**src/design/bcc_queue.sv**
```systemverilog
// Short item queue between the front and back ends of the barycentric unit.
// Generic width; no package dependency.
module bcc_queue #(
   parameter int WIDTH = 8,
   parameter int DEPTH = 4
) (
   input  logic             clock,
   input  logic             reset,
   input  logic             push_valid,
   output logic             push_full,
   input  logic [WIDTH-1:0] push_data,
   output logic             pop_valid,
   input  logic             pop_stall,
   output logic [WIDTH-1:0] pop_data
);

   localparam int AW   = $clog2(DEPTH);
   localparam int CNTW = $clog2(DEPTH + 1);

   logic [WIDTH-1:0] mem [DEPTH];
   logic [AW-1:0]    wr_ptr_ff, rd_ptr_ff;
   logic [AW-1:0]    wr_ptr_in, rd_ptr_in;
   logic [CNTW-1:0]  count_ff, count_in;
   logic             push, pop;

   assign push_full = (count_ff == CNTW'(DEPTH));
   assign pop_valid = (count_ff != '0);
   assign push      = push_valid && !push_full;
   assign pop       = pop_valid && !pop_stall;
   assign pop_data  = mem[rd_ptr_ff];

   // Pointer and fill count updates.
   always_comb begin
      wr_ptr_in = wr_ptr_ff;
      rd_ptr_in = rd_ptr_ff;
      count_in  = count_ff;
      if (push) begin
         wr_ptr_in = (wr_ptr_ff == AW'(DEPTH-1)) ? '0 : wr_ptr_ff + 1'b1;
      end
      if (pop) begin
         rd_ptr_in = (rd_ptr_ff == AW'(DEPTH-1)) ? '0 : rd_ptr_ff + 1'b1;
      end
      if (push && !pop) begin
         count_in = count_ff + 1'b1;
      end else if (pop && !push) begin
         count_in = count_ff - 1'b1;
      end
   end

   always_ff @(posedge clock) begin
      if (reset) begin
         wr_ptr_ff <= '0;
         rd_ptr_ff <= '0;
         count_ff  <= '0;
      end else begin
         wr_ptr_ff <= wr_ptr_in;
         rd_ptr_ff <= rd_ptr_in;
         count_ff  <= count_in;
      end
   end

   // Storage write.
   always_ff @(posedge clock) begin
      if (push) begin
         mem[wr_ptr_ff] <= push_data;
      end
   end

endmodule

```
**config.mk**
```make
export PLATFORM = sky130hd
export DESIGN_NAME = bcc_queue
export DESIGN_NICKNAME = d
export VERILOG_FILES = /design/src/design/bcc_queue.sv
export SDC_FILE = /design/constraint.sdc
export NUM_CORES = 1
export LEC_CHECK = 0
export BUFFER_PORTS_ARGS = -buffer_cell sky130_fd_sc_hd__buf_4
export CAP_MARGIN = 20
export CELL_PAD_IN_SITES_DETAIL_PLACEMENT = 0
export CELL_PAD_IN_SITES_GLOBAL_PLACEMENT = 1
export CORE_MARGIN = 5
export CORE_UTILIZATION = 50
export CTS_CLUSTER_SIZE = 12
export DETAILED_ROUTE_END_ITERATION = 7
export GPL_TIMING_DRIVEN = 1
export MAX_ROUTING_LAYER = met4
export PLACE_DENSITY = 0.87
export SLEW_MARGIN = 5
export SYNTH_ARGS = -nofsm -noshare
export SYNTH_HDL_FRONTEND = slang
export SYNTH_SLANG_ARGS = --single-unit
```
**constraint.sdc**
```tcl
create_clock -name clock -period 6 [get_ports clock]
set_input_delay 0.9 -clock clock [delete_from_list [all_inputs] [get_ports clock]]
set_output_delay 0.9 -clock clock [all_outputs]
set_load 0.02 [all_outputs]
```
After elaboration in Yosys (flattened, before gate mapping)
Memory sizes are Yosys's and may differ from the RTL's. A register that Yosys moved wholly into a read port is not among the register bits.
Cells that the tools add are included.
{"block": "classes", "n_addsub": 4, "n_mul": 0, "n_div": 0, "order_cmp": 0, "eq_ne": 3, "shifts": 0, "n_mux": 8, "bitwise_logic": 0, "reduce_logical": 10}
{"operator": "2-bit 2-to-1 mux", "n": 4}
{"operator": "3-bit 2-to-1 mux", "n": 2}
{"operator": "2-bit by 1-bit adder with 2-bit output, second input constant", "n": 2}
{"operator": "2-bit == test, second input constant", "n": 2}
{"operator": "1-bit logical AND", "n": 4}
{"operator": "1-bit zero test", "n": 4}
{"operator": "3-bit by 1-bit adder with 3-bit output, second input constant", "n": 1}
{"operator": "3-bit == test, second input constant", "n": 1}
{"operator": "3-bit nonzero test", "n": 1}
{"operator": "3-bit by 1-bit subtractor with 3-bit output, second input constant", "n": 1}
{"operator": "1-bit 2-to-1 mux", "n": 2}
{"operator": "2-bit nonzero test", "n": 1}
{"block": "totals", "register_bits": 7, "latch_bits": 0, "mem_bits_rw": 32, "romBits": 0, "in_bits": 12, "out_inout_bits": 10, "word_cells": 29, "memories": 1}
{"memory": "mem", "words": 4, "width": 8, "read_ports": 1, "rd_ports_with_merged_regs": 1, "write_ports": 1, "line_no": "20", "rtl": "logic [WIDTH-1:0] mem [DEPTH];"}

Logic depth before layout (Yosys ltp)
Gate-level depths: netlist of the first run.
{"block": "depth", "word_depth": 7, "depth_mapped": 10, "mapped_depth_nobuf": 9}

Least setup slack after synthesis of the first run
Ideal clock, no wire load.
{"block": "synth_path", "path_type": "input-to-reg", "startpoint": "input push_valid", "endpoint": "register count_ff[2]", "setup_ns": 0.070, "arrival_ns": 2.351, "required_time_ns": 5.930, "setup_slack_ns": 3.579, "stages": 8, "n_path_buf": 0, "cell_sequence": "inv_1 > nor2_2 > ha_1 > inv_1 > fa_1 > xor2_1 > or3_2 > a21oi_1"}
{"block": "synth_between", "elab_chain_cells": 4}
{"element": "start, declared", "line_no": "9", "rtl": "input logic push_valid,"}
{"element": "1-bit logical AND *", "line_no": "28", "rtl": "assign push = push_valid && !push_full;"}
{"element": "named net push", "line_no": "24", "rtl": "logic push, pop;"}
{"element": "1-bit zero test", "line_no": "45", "rtl": "end else if (pop && !push) begin"}
{"element": "1-bit logical AND", "line_no": "45"}
{"element": "2-bit nonzero test (no line)"}
{"element": "end signal, assigned", "line_no": "58", "rtl": "count_ff <= count_in;"}
{"element": "end, declared", "line_no": "23", "rtl": "logic [CNTW-1:0] count_ff, count_in;"}
Mark *: on every way through the listed nets, which the timed path passes. The rest lies on a longest branch.
A chain may end at the register's enable or synchronous reset.

==> results of run 1 <==
metal layers:
metal,track usage,vias up
li1,-,407
met4,0.05316,0
met1,0.1587,412
met3,0.03993,7
met2,0.2110,24
met5,-,-
path summary, 6_finish.rpt:
| kind | slack, ns | end | cells after the start | start |
|---|---|---|---|---|
| worst max register to register | 3.62 | count_ff[2] | 9 | count_ff[0] |
| worst min register to register | 0.50 | flip-flop | 2 | rd_ptr_ff[1] |
| worst max-delay path | 3.33 | pop_data[3] | 2 | flip-flop |
| worst min-delay path | 0.50 | flip-flop | 2 | rd_ptr_ff[1] |
logic make-up after synthesis:
family	synth area share
flip-flops	0.6920
XOR/XNOR	0.01062
AND/OR/NAND/NOR	0.06147
buffers and inverters	0.03110
adder cells (fa/ha/maj)	0.05766
AO/OA/AOI/OAI	0.03186
multiplexers	0.1153
worst register-to-register path, cell delays in order, from the launching register on:
cell	delay, ns
dfxtp_1	0.43
or3b_1	0.32
clkinv_4	0.09
nor2_2	0.13
ha_1	0.19
inv_1	0.06
fa_1	0.38
xor2_1	0.17
or3_2	0.40
a21oi_1	0.15
synthesized netlist by cell type:
library cell / count
edfxtp_1: 32
buf_6: 1
inv_1: 5
mux4_2: 8
a21oi_1: 4
dfxtp_1: 9
nor3_1: 2
ha_1: 6
nand2b_1: 1
xor2_1: 2
nor2_1: 2
buf_2: 1
clkinv_4: 1
and3_2: 4
clkbuf_1: 1
fa_1: 1
o21ai_0: 3
o31ai_2: 1
or4_1: 1
buf_1: 1
o21ai_1: 1
or3_2: 1
or3b_1: 1
mux2i_1: 1
nor2_2: 1
nand3_1: 2
nand3b_1: 1
report_power, final:
group | total (W) | switching (W) | internal, W | leakage [nW]
Sequential | 0.000377 | 0.0000308 | 0.000346 | 0.367
Combinational | 0.000220 | 0.000112 | 0.000108 | 0.294
Clock | 0.000129 | 0.0000848 | 0.0000442 | 0.0310
cell type report:
cell class	instances	area (µm²)	area share
Sequential cell	41	1141	0.6028
Multi-Input combinational cell	43	456.7	0.2412
Timing Repair Buffer	21	157.7	0.08328
Tap cell	44	55.05	0.02908
Clock buffer	5	37.54	0.01983
Inverter	6	27.53	0.01454
Clock inverter	3	17.52	0.009253
per-stage QoR:
stage / worst slack (ns) / instances / utilization / cell area (µm²)
after floorplan: 3.579 / 94 / - / 1649
after global placement: 3.422 / 155 / 0.5923 / 1838
after detailed placement: 3.355 / 155 / 0.5923 / 1838
after CTS: 3.261 / 163 / 0.6101 / 1893
after global routing: 3.175 / 163 / 0.6101 / 1893
final: 3.328 / 163 / 0.6101 / 1893
cell usage in the layout, fill, tap and decap left out, types with 2 or more instances in the layout:
| cell type | instances |
|---|---|
| xor2_1 | 2 |
| and3_2 | 4 |
| inv_1 | 5 |
| edfxtp_1 | 32 |
| nand3_1 | 2 |
| a21oi_1 | 4 |
| dfxtp_1 | 9 |
| nor3_1 | 2 |
| nor2_1 | 2 |
| mux4_2 | 8 |
| clkinv_2 | 2 |
| ha_1 | 6 |
| o21ai_0 | 3 |
| clkbuf_4 | 5 |
| buf_4 | 21 |
flip-flops by register name (all words and copies together) (netlist names), named ones only:
register	flops
mem	32
count_ff	3
rd_ptr_ff	2
wr_ptr_ff	2
==> results.md, run 1 <==
| Stage | Item | Value |
|:---|:---|:---|
| outcome | Outcome | completed |
| timing | Slew margin rel. | 0.6349 |
| timing | Fin Setup TNS | 0 ns |
| synthesis | Count of distinct cell types in the synthesized netlist | 27 |
| synthesis | Syn Nets | 113 |
| run | Max-capacitance violation count | 0 |
| synthesis | Average cell area after synthesis | 17.54 µm² |
| setup path | Capturing element type of the critical path | output pin |
| floorplanning | Overall die height | 67.43 µm |
| synthesis | Synth Register Bits | 41 |
| setup path | Max stage delay on crit path | 0.68 ns |
| floorplanning | Die Span X | 67.43 µm |
| final layout | Count of antenna diodes in the layout | 0 |
| floorplanning | Starting density of the core | 0.5315 |
| clocking | Post-CTS setup-driven buffer insertion count | 0 |
| routing | DR top layer | met4 |
| timing | Final worst path period need | 2.672 ns |
| routing | Remaining design rule violation count | 0 |
| hold path | Path class of the lowest-slack min-delay path | reg2reg |
| timing | Fin crit share | 0.4454 |
| floorplanning | Area of the die | 4547 µm² |
| clocking | Root buffer cell | clkbuf_4 |
| grt | Number of global-route vias before repair | 868 |
| synthesis | Portion of synthesized cell area occupied by the leading cell type | 0.5827 |
| setup path | Number of buffer and inverter instances along the worst setup path | 1 |
| power and ir drop | Power density normalized to cell area | 383.4 nW/µm² |
| setup path | Slowest library cell on the worst path | dfxtp_1 |
| clocking | Resize count post-CTS | 0 |
| clocking | Number of buffers inserted by hold repair at cts | 0 |
| setup path | Data arrival time of the critical path | 1.77 ns |
| routing | Antenna-violating nets left | 0 |
| placement | Post-detail-place hpwl | 1.800 mm |
| final layout | Number of fill cells | 265 |
| synthesis | Synth area leaders | edfxtp_1 (58%), dfxtp_1 (11%), mux4_2 (11%) |
| clocking | Number of levels the H-tree was split into | 2 |
| synthesis | Sequential fraction of the synthesis area | 0.6920 |
| synthesis | Number of cells produced by synthesis | 94 |
| timing | Minimum hold slack | 0.4983 ns |
| grt | Maximum number of pins on one net before global-route repair | 14 |
| routing | Routed WL per cell | 15.25 µm |
| power and ir drop | Leakage power figure | 0.6926 nW |
| final layout | Proportion of layout cells with a drive suffix above 1 | 0.3782 |
| clocking | Number of clock sinks | 41 |
| routing | Iter 0 DRT Violations | 35 |
| timing | Setup-failing EPs final | 0 |
| setup path | Worst EP required | 5.10 ns |
| synthesis | Post-synthesis instance area | 1649 µm² |
| timing | Fin. Hold Viols | 0 |
| timing | Worst-case clock skew | 0.01357 ns |
| final layout | Final layout net count | 137 |
| setup path | Crit Path Max Fanout | 8 |
| routing | First-pass DRT Iterations | 4 |
| setup path | Critical Path Source Type | flip-flop |
| final layout | Area growth syn-to-layout | 14.80% |
| clocking | Worst-case clock buffer depth | 2 |
| routing | Metal2 WL | 1.253 mm |
| timing | Setup repair after global routing missed its margin | no |
| routing | Total met3 wirelength after detailed routing | 139 µm |
| timing | Max Transition Viols Final | 0 |
| setup path | Top cell family by delay on the critical path | flip-flops |
| clocking | Clock slew seen by the registers of the worst setup and hold paths | 0.12 ns |
| setup path | Worst setup path class | reg2out |
| placement | Number of buffers inserted by port buffering | 21 |
| grt | Residual overflow from global routing | 0 |
| power and ir drop | Total Power | 0.0007258 W |
| timing | Worst-Margin Slew | 0.5470 ns |
| floorplanning | I/O pin cnt | 22 |
| power and ir drop | Worst ir drop on vdd | 0.0002036 V |
| routing | Vias per std cell | 5.215 |
| routing | Routed wire length | 2.485 mm |
| clocking | Clock latency reported for the late side of the worst-skew pair | 0.34 ns |
| grt | First-pass GRT wire length | 4.140 mm |
| floorplanning | Standard-cell row count | 20 |
| grt | Number of antenna violations at the first check in global routing | 0 |
| synthesis | Cell taking the most area after synthesis | edfxtp_1 |
| routing | Detailed-route wire length on metal 1 | 1.046 mm |
| clocking | Number of CTS-inserted buffers | 5 |
| setup path | Cells along the critical path | mux4_2, buf_4 |
| timing | Upper clock frequency limit | 0.3742 GHz |
| grt | Global routing usage summed across all routing layers | 0.1327 |
| clocking | Clock tree from TritonCTS | built |
| floorplanning | Core region area | 3103 µm² |
| synthesis | Total number of yosys warnings | 0 |
| routing | Total vias in the final route | 850 |
| placement | Final RePlAce weighted congestion | 0.7490 |
Power figures use the tool's default switching activity.
==> run 2: changes to the inputs <==
--- a/config.mk
+++ b/config.mk
@@ -10,12 +10,12 @@
 export CELL_PAD_IN_SITES_DETAIL_PLACEMENT = 0
 export CELL_PAD_IN_SITES_GLOBAL_PLACEMENT = 1
 export CORE_MARGIN = 5
-export CORE_UTILIZATION = 50
+export CORE_UTILIZATION = 47
 export CTS_CLUSTER_SIZE = 12
 export DETAILED_ROUTE_END_ITERATION = 7
 export GPL_TIMING_DRIVEN = 1
 export MAX_ROUTING_LAYER = met4
-export PLACE_DENSITY = 0.87
+export PLACE_DENSITY = 0.83
 export SLEW_MARGIN = 5
 export SYNTH_ARGS = -nofsm -noshare
 export SYNTH_HDL_FRONTEND = slang
==> constraint.sdc (replaced) <==
create_clock -name clock -period 2.5 [get_ports clock]
set_input_delay 0.375 -clock clock [delete_from_list [all_inputs] [get_ports clock]]
set_output_delay 0.375 -clock clock [all_outputs]
set_load 0.02 [all_outputs]
==> run 2 against run 1 <==
  * Via count rose by 0.71%
  * Critical path type is now reg2reg
  * Setup slack got worse by 3.2 ns
  * Largest cell class unchanged
  * First-iteration DRC count fell by 37%
  * Clock power rose to 4.0 times the previous value
  * Critical path depth rose by 7
  * Register-to-register slack got worse by 3.5 ns
  * Sequential power rose by 140%
  * Clock skew fell by 0.0026 ns
  * Flip-flop and latch count did not move
  * Sequential share of layout area fell by 1.8 points
==> results.md, run 2 (same netlist as run 1, synthesis figures left out) <==
| Stage | Item | Value | Delta |
|:---|:---|:---|:---|
| clocking | Number of buffers inserted by hold repair at cts | 0 | unchanged |
| setup path | Max stage delay on crit path | 0.45 ns | was 0.68 ns |
| setup path | Worst EP required | 2.78 ns | was 5.10 ns |
| routing | Iter 0 DRT Violations | 22 | was 35 |
| power and ir drop | Combinational power share | 0.272 | was 0.303 |
| power and ir drop | Internal power summed over all cells | 0.001406 W | was 0.0004984 W |
| final layout | Number of fill cells | 291 | was 265 |
| setup path | Critical Path Source Type | flip-flop | unchanged |
| grt | Number of global-route vias before repair | 930 | was 868 |
| setup path | Endpoint of the most critical setup path | count_ff[2] | was pop_data[3] |
| final layout | Most common cell after layout, fill and taps aside | edfxtp_1 | unchanged |
| timing | Worst-case clock skew | 0.01096 ns | was 0.01357 ns |
| routing | Routed WL per cell | 15.58 µm | was 15.25 µm |
| floorplanning | Core region area | 3363 µm² | was 3103 µm² |
| final layout | Register name with the most flops | mem | unchanged |
| placement | Final RePlAce weighted congestion | 0.6845 | was 0.7490 |
| final layout | Highest-count cells in the layout ignoring fill and taps | edfxtp_1 (32), buf_4 (21), dfxtp_1 (9), mux4_2 (8), ha_1 (6) | unchanged |
| final layout | Area growth syn-to-layout | 18.29% | was 14.80% |
| power and ir drop | Worst ir drop on vdd | 0.0004629 V | was 0.0002036 V |
| routing | Routed wire length | 2.571 mm | was 2.485 mm |
| setup path | Depth of the worst register-to-register path | 9 | unchanged |
| floorplanning | Starting density of the core | 0.4903 | was 0.5315 |
| power and ir drop | Leakage power figure | 0.7201 nW | was 0.6926 nW |
| setup path | Crit path launch | count_ff[0] |  |
| timing | Fin crit share | 0.9382 |  |
| setup path | R2R Setup Slk | 0.15 ns | was 3.62 ns |
| routing | First-pass DRT Iterations | 4 | unchanged |
| clocking | Worst-case clock buffer depth | 2 | unchanged |
| setup path | Data arrival time of the critical path | 2.63 ns | was 1.77 ns |
| setup path | Endpoint of the lowest-slack register-to-register path | count_ff[2] | unchanged |
| hold path | Path class of the lowest-slack min-delay path | in2reg | was reg2reg |
| routing | Total vias in the final route | 856 | was 850 |
| power and ir drop | Sw Ratio | 0.2820 | was 0.3133 |
| floorplanning | Standard-cell row count | 21 | was 20 |
| timing | Slew margin rel. | 0.6348 | was 0.6349 |
| final layout | Final layout net count | 137 | unchanged |
| setup path | Capturing element type of the critical path | flip-flop | was output pin |
| clocking | Clock latency reported for the late side of the worst-skew pair | 0.35 ns | was 0.34 ns |
| setup path | Slowest library cell on the worst path | dfxtp_1 | unchanged |
| power and ir drop | Total Power | 0.001958 W | was 0.0007258 W |
| power and ir drop | Power density normalized to cell area | 1004 nW/µm² | was 383.4 nW/µm² |
| final layout | Max reg flops | 32 | unchanged |
| power and ir drop | Psw | 0.0005521 W | was 0.0002274 W |
| timing | Max Transition Viols Final | 0 | unchanged |
| final layout | Proportion of layout cells with a drive suffix above 1 | 0.3950 | was 0.3782 |
| floorplanning | I/O pin cnt | 22 | unchanged |
| setup path | Cells along the critical path | or3b_4, clkinv_4, nor2_2, ha_1, inv_1, fa_1, xor2_1, or3_2, a21oi_1 | was mux4_2, buf_4 |
| setup path | Worst flop-to-flop path startpoint | count_ff[0] | unchanged |
| clocking | Number of CTS-inserted buffers | 5 | unchanged |
| timing | Fin Setup TNS | 0 ns | unchanged |
| clocking | Clock tree from TritonCTS | built | unchanged |
| routing | Remaining design rule violation count | 0 | unchanged |
| timing | Upper clock frequency limit | 0.4264 GHz |  |
| clocking | Number of clock sinks | 41 | unchanged |
| grt | Global routing usage summed across all routing layers | 0.1284 | was 0.1327 |
| placement | Post-detail-place hpwl | 1.802 mm | was 1.800 mm |
| grt | First-pass GRT wire length | 4.422 mm | was 4.140 mm |
| grt | Maximum number of pins on one net before global-route repair | 14 | unchanged |
| floorplanning | Die Span X | 69.24 µm | was 67.43 µm |
| grt | Number of antenna violations at the first check in global routing | 0 | unchanged |
| final layout | Count of antenna diodes in the layout | 0 | unchanged |
| routing | Antenna-violating nets left | 0 | unchanged |
| floorplanning | Overall die height | 69.24 µm | was 67.43 µm |
| setup path | Crit Path Max Fanout | 7 | was 8 |
| timing | Setup-failing EPs final | 0 | unchanged |
| power and ir drop | Sequential Power Share | 0.464 | was 0.519 |
| timing | Fin. Hold Viols | 0 | unchanged |
| clocking | Number of levels the H-tree was split into | 2 | unchanged |
| floorplanning | Area of the die | 4793 µm² | was 4547 µm² |
| timing | Setup repair after global routing missed its margin | no | unchanged |
| run | Max-capacitance violation count | 0 | unchanged |
| timing | Worst-Margin Slew | 0.5471 ns | was 0.5470 ns |
| placement | Number of buffers inserted by port buffering | 21 | unchanged |
| routing | Vias per std cell | 5.188 | was 5.215 |
| timing | Final worst path period need | 2.345 ns |  |
| clocking | Root buffer cell | clkbuf_4 | unchanged |
| final layout | Registers with the most flip-flops | mem: 32 flops, count_ff: 3 flops | unchanged |
| outcome | Outcome | completed | unchanged |
| setup path | Worst setup path class | reg2reg | was reg2out |
| clocking | Clock slew seen by the registers of the worst setup and hold paths | 0.12 ns | about the same |
| grt | Residual overflow from global routing | 0 | unchanged |
| power and ir drop | Clock network fraction of total power | 0.264 | was 0.178 |
[run 2: changes by cell type in the layout (fill, tap and decap cells not counted)]
cell,change
bufinv_16,+2
or3b_4,+1
nor3_2,+1
nor3_1,-1
clkinv_2,-1
or3b_1,-1
clkinvlp_4,-1
[run 2: power by group through the flow]
stage | combinational [W] | clock (W) | sequential, W
finish | 0.000533 | 0.000516 | 0.000908
global route | 0.000584 | 0.000558 | 0.000928
CTS | 0.000535 | 0.000530 | 0.000909
detailed placement | 0.000533 | 0 | 0.000925
global placement | 0.000520 | 0 | 0.000918
floorplan | 0.000401 | 0 | 0.000877
[run 2: worst min-delay path by stage]
stage / from / end / slack, ns / depth (start not counted)
floorplan: count_ff[2] / count_ff[2] / 0.47 / 2
CTS: push_data[6] / mem[1][6] / 0.20 / 1
global placement: count_ff[2] / count_ff[2] / 0.48 / 2
finish: push_data[6] / mem[1][6] / 0.22 / 1
global route: push_data[4] / mem[3][4] / 0.20 / 1
detailed placement: rd_ptr_ff[1] / flip-flop / 0.50 / 2
[run 2: through the flow]
stage	util	instance area, µm²	cells	hold WS (ns)	setup slack (ns)
2_1_floorplan	-	1649	94	0.4658	0.2659
3_3_place_gp	0.5472	1841	157	0.4808	0.1878
3_5_place_dp	0.5472	1841	157	0.5047	0.07806
4_1_cts	0.5778	1943	165	0.2038	0.03824
5_1_grt	0.5800	1951	165	0.2045	0.01894
6_report	0.5800	1951	165	0.2222	0.1546
[run 2: timing repair]
action | in CTS | in global routing
endpoints found under the setup margin | 0 | 1
setup buffers | 0 | 0
hold endpoints to repair | 0 | 0
gates resized for setup | 0 | 2
[run 2: layout make-up]
| class | count | area [µm²] | area share |
|---|---|---|---|
| clock inverters | 3 | 65.06 | 0.03335 |
| clock buffers | 5 | 37.54 | 0.01924 |
| multi-input cells | 43 | 464.2 | 0.2380 |
| repair buffers | 21 | 157.7 | 0.08082 |
| inverters | 6 | 27.53 | 0.01411 |
| well taps | 46 | 57.56 | 0.02951 |
| flip-flops and latches | 41 | 1141 | 0.5850 |
[run 2: worst max-delay path: cells and delay by family, from the launching register on]
kind / cells / cell delay [ns]
adders and majority gates: 2 / 0.58
AOI/OAI and AO/OA: 1 / 0.16
and+or+nand+nor: 3 / 0.77
xor gates and xnor gates: 1 / 0.18
DFF: 1 / 0.45
buffers and inverters: 2 / 0.12
[run 2: layer usage]
| metal | track usage | vias up | part of all wire |
|---|---|---|---|
| li1 | - | 407 | - |
| met1 | 0.1457 | 421 | 0.39 |
| met2 | 0.1992 | 22 | 0.52 |
| met3 | 0.03913 | 6 | 0.061 |
| met4 | 0.07809 | 0 | 0.025 |
| met5 | - | - | 0 |
==> run 3: changes to the inputs <==
--- a/config.mk
+++ b/config.mk
@@ -14,7 +14,6 @@
 export CTS_CLUSTER_SIZE = 12
 export DETAILED_ROUTE_END_ITERATION = 7
 export GPL_TIMING_DRIVEN = 1
-export MAX_ROUTING_LAYER = met4
 export PLACE_DENSITY = 0.83
 export SLEW_MARGIN = 5
 export SYNTH_ARGS = -nofsm -noshare
==> constraint.sdc (replaced) <==
create_clock -name clock -period 2.5 [get_ports clock]
set_input_delay 0.25 -clock clock [delete_from_list [all_inputs] [get_ports clock]]
set_output_delay 0.25 -clock clock [all_outputs]
set_load 0.02 [all_outputs]
==> run 3 against run 2 <==
  * Global-route usage fell by 0.36 points
  * Clock power barely moved
  * Non-clock buffer count did not move
  * Largest cell class unchanged
  * Cell area did not move
  * Hold slack got worse by 0.13 ns
  * Utilization did not move
  * Wire length fell by 0.27%
  * Clock skew fell by 0.0020 ns
  * Clock-buffer cell count did not move
  * Sequential power barely moved
  * Setup slack got worse by 0.0040 ns
  * Critical path type unchanged
  * Total power barely moved
==> results.md, run 3 (same netlist as run 1, synthesis figures left out) <==
| Stage | Item | Value | Delta |
|:---|:---|:---|:---|
| clocking | Number of CTS-inserted buffers | 5 | unchanged |
| grt | First-pass GRT wire length | 4.422 mm | unchanged |
| final layout | End-of-flow core utilization | 0.5800 | unchanged |
| setup path | Crit path launch | count_ff[0] | unchanged |
| setup path | Worst setup path class | reg2reg | unchanged |
| clocking | Resize count post-CTS | 0 | unchanged |
| clocking | Worst-case clock buffer depth | 2 | unchanged |
| setup path | Data arrival time of the critical path | 2.63 ns | about the same |
| timing | Setup repair after global routing missed its margin | no | unchanged |
| final layout | Area of combinational cells with multiple inputs | 464.2 µm² | unchanged |
| clocking | Post-CTS setup-driven buffer insertion count | 0 | unchanged |
| final layout | Count of antenna diodes in the layout | 0 | unchanged |
| timing | Final worst path period need | 2.349 ns | was 2.345 ns |
| placement | Post-Place Cell Area | 1841 µm² | unchanged |
| placement | Final RePlAce weighted congestion | 0.6778 | was 0.6845 |
| hold path | Start point of the worst hold path | push_data[6] | unchanged |
| grt | Global routing usage summed across all routing layers | 0.1248 | was 0.1284 |
| timing | Fin Setup TNS | 0 ns | unchanged |
| grt | Residual overflow from global routing | 0 | unchanged |
| final layout | Number of fill cells | 291 | unchanged |
| routing | Routed WL per cell | 15.54 µm | was 15.58 µm |
| grt | Number of global-route vias before repair | 930 | unchanged |
| setup path | Max stage delay on crit path | 0.45 ns | about the same |
| timing | Fin crit share | 0.9398 | was 0.9382 |
| floorplanning | Standard-cell row count | 21 | unchanged |
| setup path | Top cell family by delay on the critical path | simple AND/OR/NAND/NOR gates | unchanged |
| clocking | Clock latency reported for the late side of the worst-skew pair | 0.35 ns | about the same |
| final layout | Registers with the most flip-flops | mem: 32 flops, count_ff: 3 flops | unchanged |
| hold path | Hold path depth | 1 | unchanged |
| timing | Slew margin rel. | 0.6356 | was 0.6348 |
| routing | Iter 0 DRT Violations | 22 | unchanged |
| timing | Worst-Margin Slew | 0.5459 ns | was 0.5471 ns |
| power and ir drop | Worst ir drop on vdd | 0.0004634 V | was 0.0004629 V |
| setup path | Depth of the worst register-to-register path | 9 | unchanged |
| floorplanning | Overall die height | 69.24 µm | unchanged |
| clocking | Number of clock sinks | 41 | unchanged |
| floorplanning | Starting density of the core | 0.4903 | unchanged |
| floorplanning | I/O pin cnt | 22 | unchanged |
| placement | Number of cells after detailed placement | 157 | unchanged |
| setup path | Number of buffer and inverter instances along the worst setup path | 2 | unchanged |
| final layout | Highest-count cells in the layout ignoring fill and taps | edfxtp_1 (32), buf_4 (21), dfxtp_1 (9), mux4_2 (8), ha_1 (6) | unchanged |
| routing | Antenna-violating nets left | 0 | unchanged |
| outcome | Outcome | completed | unchanged |
| setup path | Endpoint of the lowest-slack register-to-register path | count_ff[2] | unchanged |
| clocking | Root buffer cell | clkbuf_4 | unchanged |
| clocking | Number of levels the H-tree was split into | 2 | unchanged |
| setup path | Path length in cells of the critical path | 9 | unchanged |
| placement | Post-detail-place hpwl | 1.802 mm | unchanged |
| setup path | Critical Path Source Type | flip-flop | unchanged |
| setup path | Slowest library cell on the worst path | dfxtp_1 | unchanged |
| clocking | Clock slew seen by the registers of the worst setup and hold paths | 0.12 ns | about the same |
| timing | Fin. Hold Viols | 0 | unchanged |
| final layout | Register name with the most flops | mem | unchanged |
| final layout | Final cell area excluding filler cells | 1951 µm² | unchanged |
| final layout | Most common cell after layout, fill and taps aside | edfxtp_1 | unchanged |
| power and ir drop | Power density normalized to cell area | 1003 nW/µm² | was 1004 nW/µm² |
| routing | Total vias in the final route | 859 | was 856 |
| timing | Worst-case clock skew | 0.008965 ns | was 0.01096 ns |
| timing | Upper clock frequency limit | 0.4256 GHz | was 0.4264 GHz |
| setup path | Worst flop-to-flop path startpoint | count_ff[0] | unchanged |
| timing | Max Transition Viols Final | 0 | unchanged |
| setup path | Cells along the critical path | or3b_4, clkinv_4, nor2_2, ha_1, inv_1, fa_1, xor2_1, or3_2, a21oi_1 | unchanged |
| final layout | Proportion of layout cells with a drive suffix above 1 | 0.3950 | unchanged |
| grt | Number of antenna violations at the first check in global routing | 0 | unchanged |
| hold path | Terminating pin of the worst hold path | mem[1][6] | unchanged |
| floorplanning | Die Span X | 69.24 µm | unchanged |
| power and ir drop | Leakage power figure | 0.7201 nW | unchanged |
| final layout | Area growth syn-to-layout | 18.29% | unchanged |
| run | Max-capacitance violation count | 0 | unchanged |
| setup path | R2R Setup Slk | 0.15 ns | about the same |
| timing | Setup-failing EPs final | 0 | unchanged |
| floorplanning | Area of the die | 4793 µm² | unchanged |
| routing | Vias per std cell | 5.206 | was 5.188 |
| routing | Remaining design rule violation count | 0 | unchanged |
| clocking | Number of buffers inserted by hold repair at cts | 0 | unchanged |
| floorplanning | Core region area | 3363 µm² | unchanged |
| setup path | Crit Path Max Fanout | 7 | unchanged |
| final layout | Number of standard cells in the final layout excluding fillers | 165 | unchanged |
| setup path | Capturing element type of the critical path | flip-flop | unchanged |
| routing | First-pass DRT Iterations | 4 | unchanged |
| setup path | Worst EP required | 2.78 ns | about the same |
| placement | Number of buffers inserted by port buffering | 21 | unchanged |
| final layout | Max reg flops | 32 | unchanged |
| final layout | Register cell area after layout | 1141 µm² | unchanged |
| clocking | Clock tree from TritonCTS | built | unchanged |
| grt | Maximum number of pins on one net before global-route repair | 14 | unchanged |
| hold path | Path class of the lowest-slack min-delay path | in2reg | unchanged |
| routing | Routed wire length | 2.564 mm | was 2.571 mm |
| final layout | Final layout net count | 137 | unchanged |
[run 3: cell counts in the layout (fill, tap and decap cells not counted)]
Identical to the previous run, type by type.
[run 3: stage by stage]
| stage | hold slack (ns) | power, W | worst slack, ns |
|---|---|---|---|
| floorplan | 0.3489 | 0.001278 | 0.2659 |
| global placement | 0.4496 | 0.001439 | 0.1878 |
| detailed placement | 0.4554 | 0.001457 | 0.07806 |
| CTS | 0.07875 | 0.001974 | 0.03824 |
| global route | 0.07950 | 0.002070 | 0.01894 |
| finish | 0.09719 | 0.001957 | 0.1506 |
[run 3: worst max-delay path by stage]
stage | end
after global routing | count_ff[2]
after detailed placement | count_ff[2]
after CTS | count_ff[2]
after global placement | count_ff[2]
after floorplan | count_ff[2]
final | count_ff[2]
[run 3: per-layer routing]
metal / global-route usage / share of wire / vias to the layer above
li1: - / - / 408
met1: 0.1457 / 0.39 / 421
met2: 0.1992 / 0.51 / 22
met3: 0.03913 / 0.063 / 8
met4: 0.07809 / 0.030 / 0
met5: 0 / 0 / -
[run 3: cell type report]
type | count | share of cell area
flip-flops and latches | 41 | 0.5850
multi-input cells | 43 | 0.2380
repair buffers | 21 | 0.08082
clock inverters | 3 | 0.03335
well taps | 46 | 0.02951
clock buffers | 5 | 0.01924
inverters | 6 | 0.01411
[run 3: report_power, final]
group	leakage, nW	internal [W]	total [W]	switching [W]
registers	0.367	0.000830	0.000908	0.0000782
clock network	0.0552	0.000310	0.000516	0.000206
logic	0.298	0.000266	0.000533	0.000267
